`src/rtl/rsmp_pkg.sv`:
```
// Package: constants, types and modular helpers for the rational series unit.
`timescale 1ns / 1ps
`default_nettype none
package rsmp_pkg;
  localparam int unsigned MaxOrderDefault = 64;
  localparam int unsigned MaxTapsDefault  = 32;
  localparam int unsigned ResW   = 30;
  localparam int unsigned IdxW   = 20;
  localparam int unsigned OrderW = 7;
  localparam int unsigned CountW = 21;
  localparam logic [ResW-1:0] PrimeMod = 30'd998244353;

  localparam logic CfgOrder     = 1'b0;
  localparam logic CfgTermCount = 1'b1;

  typedef enum logic [3:0] {
    ST_IDLE, ST_P_RD, ST_P_WAIT, ST_P_WR, ST_P_ROWEND, ST_P_TAPRD, ST_P_TAPWAIT,
    ST_P_TAPWR, ST_MAC_RD, ST_MAC_WAIT, ST_MAC_MUL, ST_MAC_RED, ST_NUM_RD, ST_NUM_WAIT,
    ST_OUT
  } rsmp_state_e;

  function automatic logic [ResW-1:0] add_mod(input logic [ResW-1:0] a,
                                              input logic [ResW-1:0] b);
    logic [ResW:0] s;
    s = {1'b0, a} + {1'b0, b};
    if (s >= {1'b0, PrimeMod}) s = s - {1'b0, PrimeMod};
    return s[ResW-1:0];
  endfunction

  function automatic logic [ResW-1:0] neg_mod(input logic [ResW-1:0] a);
    return (a == '0) ? '0 : PrimeMod - a;
  endfunction
endpackage
`default_nettype wire

```
`src/rtl/rsmp_modred.sv`:
```
// Pipelined reduction of a 60-bit product modulo 998244353 (Barrett, two stages).
`timescale 1ns / 1ps
`default_nettype none
module rsmp_modred
  import rsmp_pkg::*;
(
  input  wire logic                clk_i,
  input  wire logic [2*ResW-1:0]   prod_i,
  output logic      [ResW-1:0]     res_o
);
  // mu = floor(2^60 / p); quotient estimate from top 31 bits, error < 4.
  localparam logic [31:0] Mu = 32'd1154949187;
  logic [31:0]       hi;
  logic [63:0]       qm;
  logic [2*ResW-1:0] prod_q;
  logic [32:0]       qest_q;
  logic [2*ResW-1:0] qp;
  logic [33:0]       r0;
  logic [33:0]       r1;
  logic [33:0]       r2;
  logic [33:0]       r3;
  logic [33:0]       r4;
  logic [33:0]       pw;
  assign hi = {1'b0, prod_i[2*ResW-1:ResW-1]};
  assign qm = hi * Mu;
  always_ff @(posedge clk_i) begin
    prod_q <= prod_i;
    qest_q <= {1'b0, qm[62:31]};
  end
  assign qp = qest_q[29:0] * PrimeMod;
  assign pw = {4'b0, PrimeMod};
  always_comb begin
    r0 = prod_q[33:0] - qp[33:0];
    r1 = (r0 >= pw) ? r0 - pw : r0;
    r2 = (r1 >= pw) ? r1 - pw : r1;
    r3 = (r2 >= pw) ? r2 - pw : r2;
    r4 = (r3 >= pw) ? r3 - pw : r3;
  end
  always_ff @(posedge clk_i) res_o <= r4[ResW-1:0];
endmodule
`default_nettype wire

```
`config.mk`:
```
export PLATFORM = sky130hd
export DESIGN_NAME = rsmp_modred
export DESIGN_NICKNAME = d
export VERILOG_FILES = /design/src/rtl/rsmp_pkg.sv /design/src/rtl/rsmp_modred.sv
export SDC_FILE = /design/constraint.sdc
export NUM_CORES = 1
export LEC_CHECK = 0
export CORE_ASPECT_RATIO = 2
export CORE_UTILIZATION = 61
export DETAILED_ROUTE_END_ITERATION = 6
export DONT_BUFFER_PORTS = 1
export PLACE_DENSITY_LB_ADDON = 0.12
export SETUP_SLACK_MARGIN = 0.15
export SKIP_LAST_GASP = 1
export SLEW_MARGIN = 20
export SYNTH_ARGS = -nofsm -noshare
export SYNTH_HDL_FRONTEND = slang
export SYNTH_SLANG_ARGS = --single-unit
```
`constraint.sdc`:
```
create_clock -name clk_i -period 13.25 [get_ports clk_i]
set_input_delay 1.325 -clock clk_i [delete_from_list [all_inputs] [get_ports clk_i]]
set_output_delay 1.325 -clock clk_i [all_outputs]
set_load 0.05 [all_outputs]
```
Word level (Yosys, flattened, before mapping)
Cells that the tools add are included.
Widths: inputs -> output; s select.

word-level totals
  logic and storage cells = 18
  flip-flop bits (word level) = 94
  output and inout bits = 30

cells by class
  $lt $le $gt $ge = 4
  muxes and demuxes = 4
  add/subtract/negate cells = 5
  $mul = 2

operators by type and width
  operator                count
  $ge 34x30->1 const B    4
  $mux 34                 3
  $sub 34x30->34 const B  3
  $mul 31x31->61 const B  1
  $mul 30x30->34 const B  1
  $sub 34x34->34          1
  $mux 30                 1
  $sub 30x30->30 const B  1

Longest topological paths before layout
  depth after elaboration = 10
  depth in mapped cells = 56
  gate-level depth less buffers = 47

Least setup slack after synthesis
No wires, ideal clock.

  kind = reg-to-reg
  start = register qest_q[0]
  end = register res_o[15]
  arrival time = 12.383 ns
  required time = 13.178 ns
  path buffers = 11
  slack = 0.796 ns
  cell stages (with the launch flop) = 51
  library setup time = 0.072 ns
  clock period less this slack = 12.454 ns
  cells stage by stage = dfxtp_1 fa_1 xor2_1 ha_1 fa_1 fa_1 inv_1 ha_1 fa_1 ha_1 fa_1 inv_1 ha_1 clkbuf_1 a21o_1 nand2_1 nand2_1 a21o_1 [... 15 more ...] clkbuf_1 mux2i_1 ha_1 o211ai_1 nor3b_2 a31o_2 buf_4 nand3_2 buf_2 buf_1 a21oi_1 ha_1 nand3_1 nor4_4 a32oi_2 buf_6 nand3_1 xor2_1

between the ends
  longest elaborated chain between the ends = 10
  elaborated cells on any way between the ends = 14

RTL lines
  item                                                   RTL line           RTL
  start: declaration                                     rsmp_modred.sv:16  logic [32:0] qest_q;
  start signal: assignment                               rsmp_modred.sv:28  qest_q <= {1'b0, qm[62:31]};
  $mul 30x30->34 *                                       rsmp_modred.sv:30  assign qp = qest_q[29:0] * PrimeMod;
  $sub 34x34->34 *                                       rsmp_modred.sv:33  r0 = prod_q[33:0] - qp[33:0];
  $sub 34x30->34 / $ge 34x30->1 (equally long branches)  rsmp_modred.sv:34  r1 = (r0 >= pw) ? r0 - pw : r0;
  $mux 34 *                                              rsmp_modred.sv:34
  $sub 34x30->34 / $ge 34x30->1 (equally long branches)  rsmp_modred.sv:35  r2 = (r1 >= pw) ? r1 - pw : r1;
  $mux 34 *                                              rsmp_modred.sv:35
  $sub 34x30->34 / $ge 34x30->1 (equally long branches)  rsmp_modred.sv:36  r3 = (r2 >= pw) ? r2 - pw : r2;
  $mux 34 *                                              rsmp_modred.sv:36
  $sub 30x30->30 / $ge 34x30->1 (equally long branches)  rsmp_modred.sv:37  r4 = (r3 >= pw) ? r3 - pw : r3;
  $mux 30 *                                              rsmp_modred.sv:37
  named net r4[15]                                       rsmp_modred.sv:22  logic [33:0] r4;
  end signal: assignment                                 rsmp_modred.sv:39  always_ff @(posedge clk_i) res_o <= r4[ResW-1:0];
  end: declaration                                       rsmp_modred.sv:9   output logic [ResW-1:0] res_o

The timed path passes the listed nets; every way through them passes the cells marked *.

Final worst setup path
  start = register prod_q[4]
  end = register res_o[22]

between the ends
  longest elaborated chain between the ends = 9
  elaborated cells on any way between the ends = 13

RTL lines
  item                                                   RTL line           RTL
  start: declaration                                     rsmp_modred.sv:15  logic [2*ResW-1:0] prod_q;
  start signal: assignment                               rsmp_modred.sv:27  prod_q <= prod_i;
  $sub 34x34->34 *                                       rsmp_modred.sv:33
  $sub 34x30->34 / $ge 34x30->1 (equally long branches)  rsmp_modred.sv:34
  $mux 34 *                                              rsmp_modred.sv:34
  $sub 34x30->34 / $ge 34x30->1 (equally long branches)  rsmp_modred.sv:35
  $mux 34 *                                              rsmp_modred.sv:35
  $sub 34x30->34 / $ge 34x30->1 (equally long branches)  rsmp_modred.sv:36
  $mux 34 *                                              rsmp_modred.sv:36
  $sub 30x30->30 / $ge 34x30->1 (equally long branches)  rsmp_modred.sv:37
  $mux 30 *                                              rsmp_modred.sv:37
  named net r4[22]                                       rsmp_modred.sv:22

Marked as above.

==> impl_results.md <==
- Final Hold Viols: 0
- DR DRC count: 0
- Largest net degree at the start of global routing: 32
- Post-route insts no fill: approximately 3300
- Simple-gate area share of the yosys netlist: 0.128
- Synthesized flop and latch total: 94
- Pre-antenna DRT Iters: 5
- Main synth FF type: dfxtp_1
- Final ANT Viol Nets: 0
- Synth Area per Inst: between 9 and 10 um2
- Syn Std Cell Area: between 20000 and 25000 um2
- Largest cells by area after synthesis: ha_1, fa_1, inv_1
- Arr. time, crit path: about 13 ns
- Most numerous cell in the Yosys netlist: inv_1
- Max-slew violation count: 0
- CTS tree: built
- Area leader, netlist: ha_1
- Synth-to-layout area growth: 7.31%
- Hold slack: slightly above 0.9 ns
- Crit path max-delay family: compound AO/OA/AOI/OAI gates
- Skew-Pair Late Insertion Delay: 0.41 ns
- Maximum fanout along the worst path: 15
- Slew @ Worst Pin: 1.14 ns
- Post-synthesis net count: between 3000 and 4000
- Crit. path cell count: 43
- Post-synthesis mux area share: 0.00667
- Register clock-pin slew on the reported worst setup and hold paths: around 0.08 ns
- Max_slew headroom: 0.237
- # setup viols final: 0
- Synth cell count leaders: inv_1, ha_1, fa_1, xnor2_1, nor2_1
- Initial antenna violation count: 9
- WP data required: about 14 ns
- Synth warn: 0
- Die Ht: ~290 um
- Synth cell types: 113
- Global-route wire length before repair: ~130000 um
- Sink Count: between 90 and 100
- Adder-cell area share of the yosys netlist: 0.500
- Slowest cell on crit path: fa_1
- Net count, final: roughly 3700
- Final WL: about 85000 um
- Synth Instances: 2725
- Post-route clock period utilization: 0.970
- Gpl congestion: between 1 and 1.5
- Sequential share of the synthesized area: 0.0760
- I/O Buffers: 0
- Placement Rows: between 100 and 150
- DP HPWL: 69400 um
- Wire per inst: 25.3 um
- WP buf/inv: 11
- Synth Area in Compound Gates: 0.125
- Critical path class: flop to flop
- Total core area: approximately 40000 um2
- Root Buffer: clkbuf_16
- Final setup skew: 0.0193 ns
- Initial core utilization: 0.618
- Clock Path Buffers: 2
- Total congestion overflow: 0
- Largest family of logic cells by synthesized area: adder cells
- Post-synth EDFFs: 0
- Die Area: between 40000 and 50000 um2
- Setup crit end kind: flop
- Setup TNS Final: 0 ns
- Synth top area share: 0.267
- Maximum Capacitance Violations: 0
- R2R depth: 43
- Drt initial violations: just over 900
- Share of cells above drive strength 1: 0.0813
- Worst setup SP type: flop
- Minimum clock period: 12.85 ns
- Hold depth: 0
- Vias per std cell: around 6.2
- Outcome: finished, final reports clean
- Asr flop ratio synth: 0
- Post-Place Cells: between 3000 and 4000
- Inserted Clock Buffers: 9
- Most used cell, CP: buf_4
- Top Ports: a little over 90
- F_max: 77.8 MHz
- Total track usage: 0.431
- H-tree depth: 3
- Vias in the first global route: approximately 23000
- Post-Synth XOR/XNOR Area: 0.0720
- Largest stage delay on the critical path: ~0.58 ns
- Worst min path class: input port to flop
- Die outline width: 144 um
- Routed vias: between 20000 and 25000
kinds of logic after synthesis:
group	Yosys count
flip-flops	94
multiplexers	16
AND/OR/NAND/NOR	593
adder cells (fa/ha/maj)	816
XOR/XNOR	201
buffers and inverters	591
AO/OA/AOI/OAI	414
metal layers:
metal  track usage  routed length [um]  share of wire  vias to the layer above
met4         0.504               11900           0.14                        6
met5       0.00490                  46        0.00054                        -
li1              -                   -              -                     9382
met3         0.148                5590          0.066                      540
met1         0.320               22500           0.27                    10100
met2         0.768               44500           0.53                      840
repair_timing:
action | 4_1_cts | 5_1_grt
gates resized for setup | 0 | 22
endpoints found under the setup margin | 0 | 30
hold buffers | 0 | 0
buffers inserted | 0 | 8
worst register-to-register path, delay by kind of cell (launching register included):
family / cells / cell delay (ns)
fa+ha+maj: 7 / 3.02
buf+inv: 11 / 1.79
simple gates: 7 / 1.99
xor+xnor: 2 / 0.45
flops: 1 / 0.41
compound gates: 16 / 5.12
final cells by class:
cell class                      instances  area [um2]
Multi-Input combinational cell       2041       20700
Fill cell                            3437       13500
Inverter                              536        2010
Sequential cell                        94        1880
Timing Repair Buffer                  118         948
Tap cell                              530         663
Clock buffer                           10         229
Clock inverter                          6        92.6
Antenna cell                            6        15.0
stage by stage:
stage	utilization	worst slack [ns]	cell area (um2)
after floorplan	-	0.796	24800
after global placement	0.649	0.618	26000
after detailed placement	0.649	0.461	26000
after CTS	0.657	0.438	26300
after global routing	0.663	-0.106	26600
final	0.663	0.400	26600
cell usage in the layout (no fill, tap or decap), types with 10 or more instances in the layout:
cell      instances
o31ai_1          14
fa_1            288
a211oi_1         12
xnor2_1         149
nand2b_1         16
a21o_1           26
nor3_1           41
a21oi_1          76
nor2b_1          14
and3_1           27
nand2_1         128
o21ai_1          13
o211ai_1         23
nand3_1          67
dfxtp_1          94
or3_1            15
ha_1            528
or2_2            11
nor4_1           19
a31o_2           10
xor2_1           46
o21a_1           13
nor2_1          137
nand4_1          28
mux2i_1          12
and2_1           25
a31oi_1          26
inv_1           536
buf_4           113
o21ai_0          54
worst paths after layout:
check,start,to,slack (ns)
worst max register to register,prod_q[4]$_DFF_P_,res_o[22]$_DFF_P_,0.40
worst max-delay path,prod_q[4]$_DFF_P_,res_o[22]$_DFF_P_,0.40
worst min-delay path,prod_i[2],prod_q[2]$_DFF_P_,0.93
worst min register to register,prod_q[1]$_DFF_P_,res_o[3]$_DFF_P_,1.62
flip-flops by register name, summed over array words and instances, names as in the netlist:
register,count
prod_q,34
qest_q,30
res_o,30
Power is not shown: default switching activity piles up to over one toggle a cycle in this logic, so the estimate is an artifact.
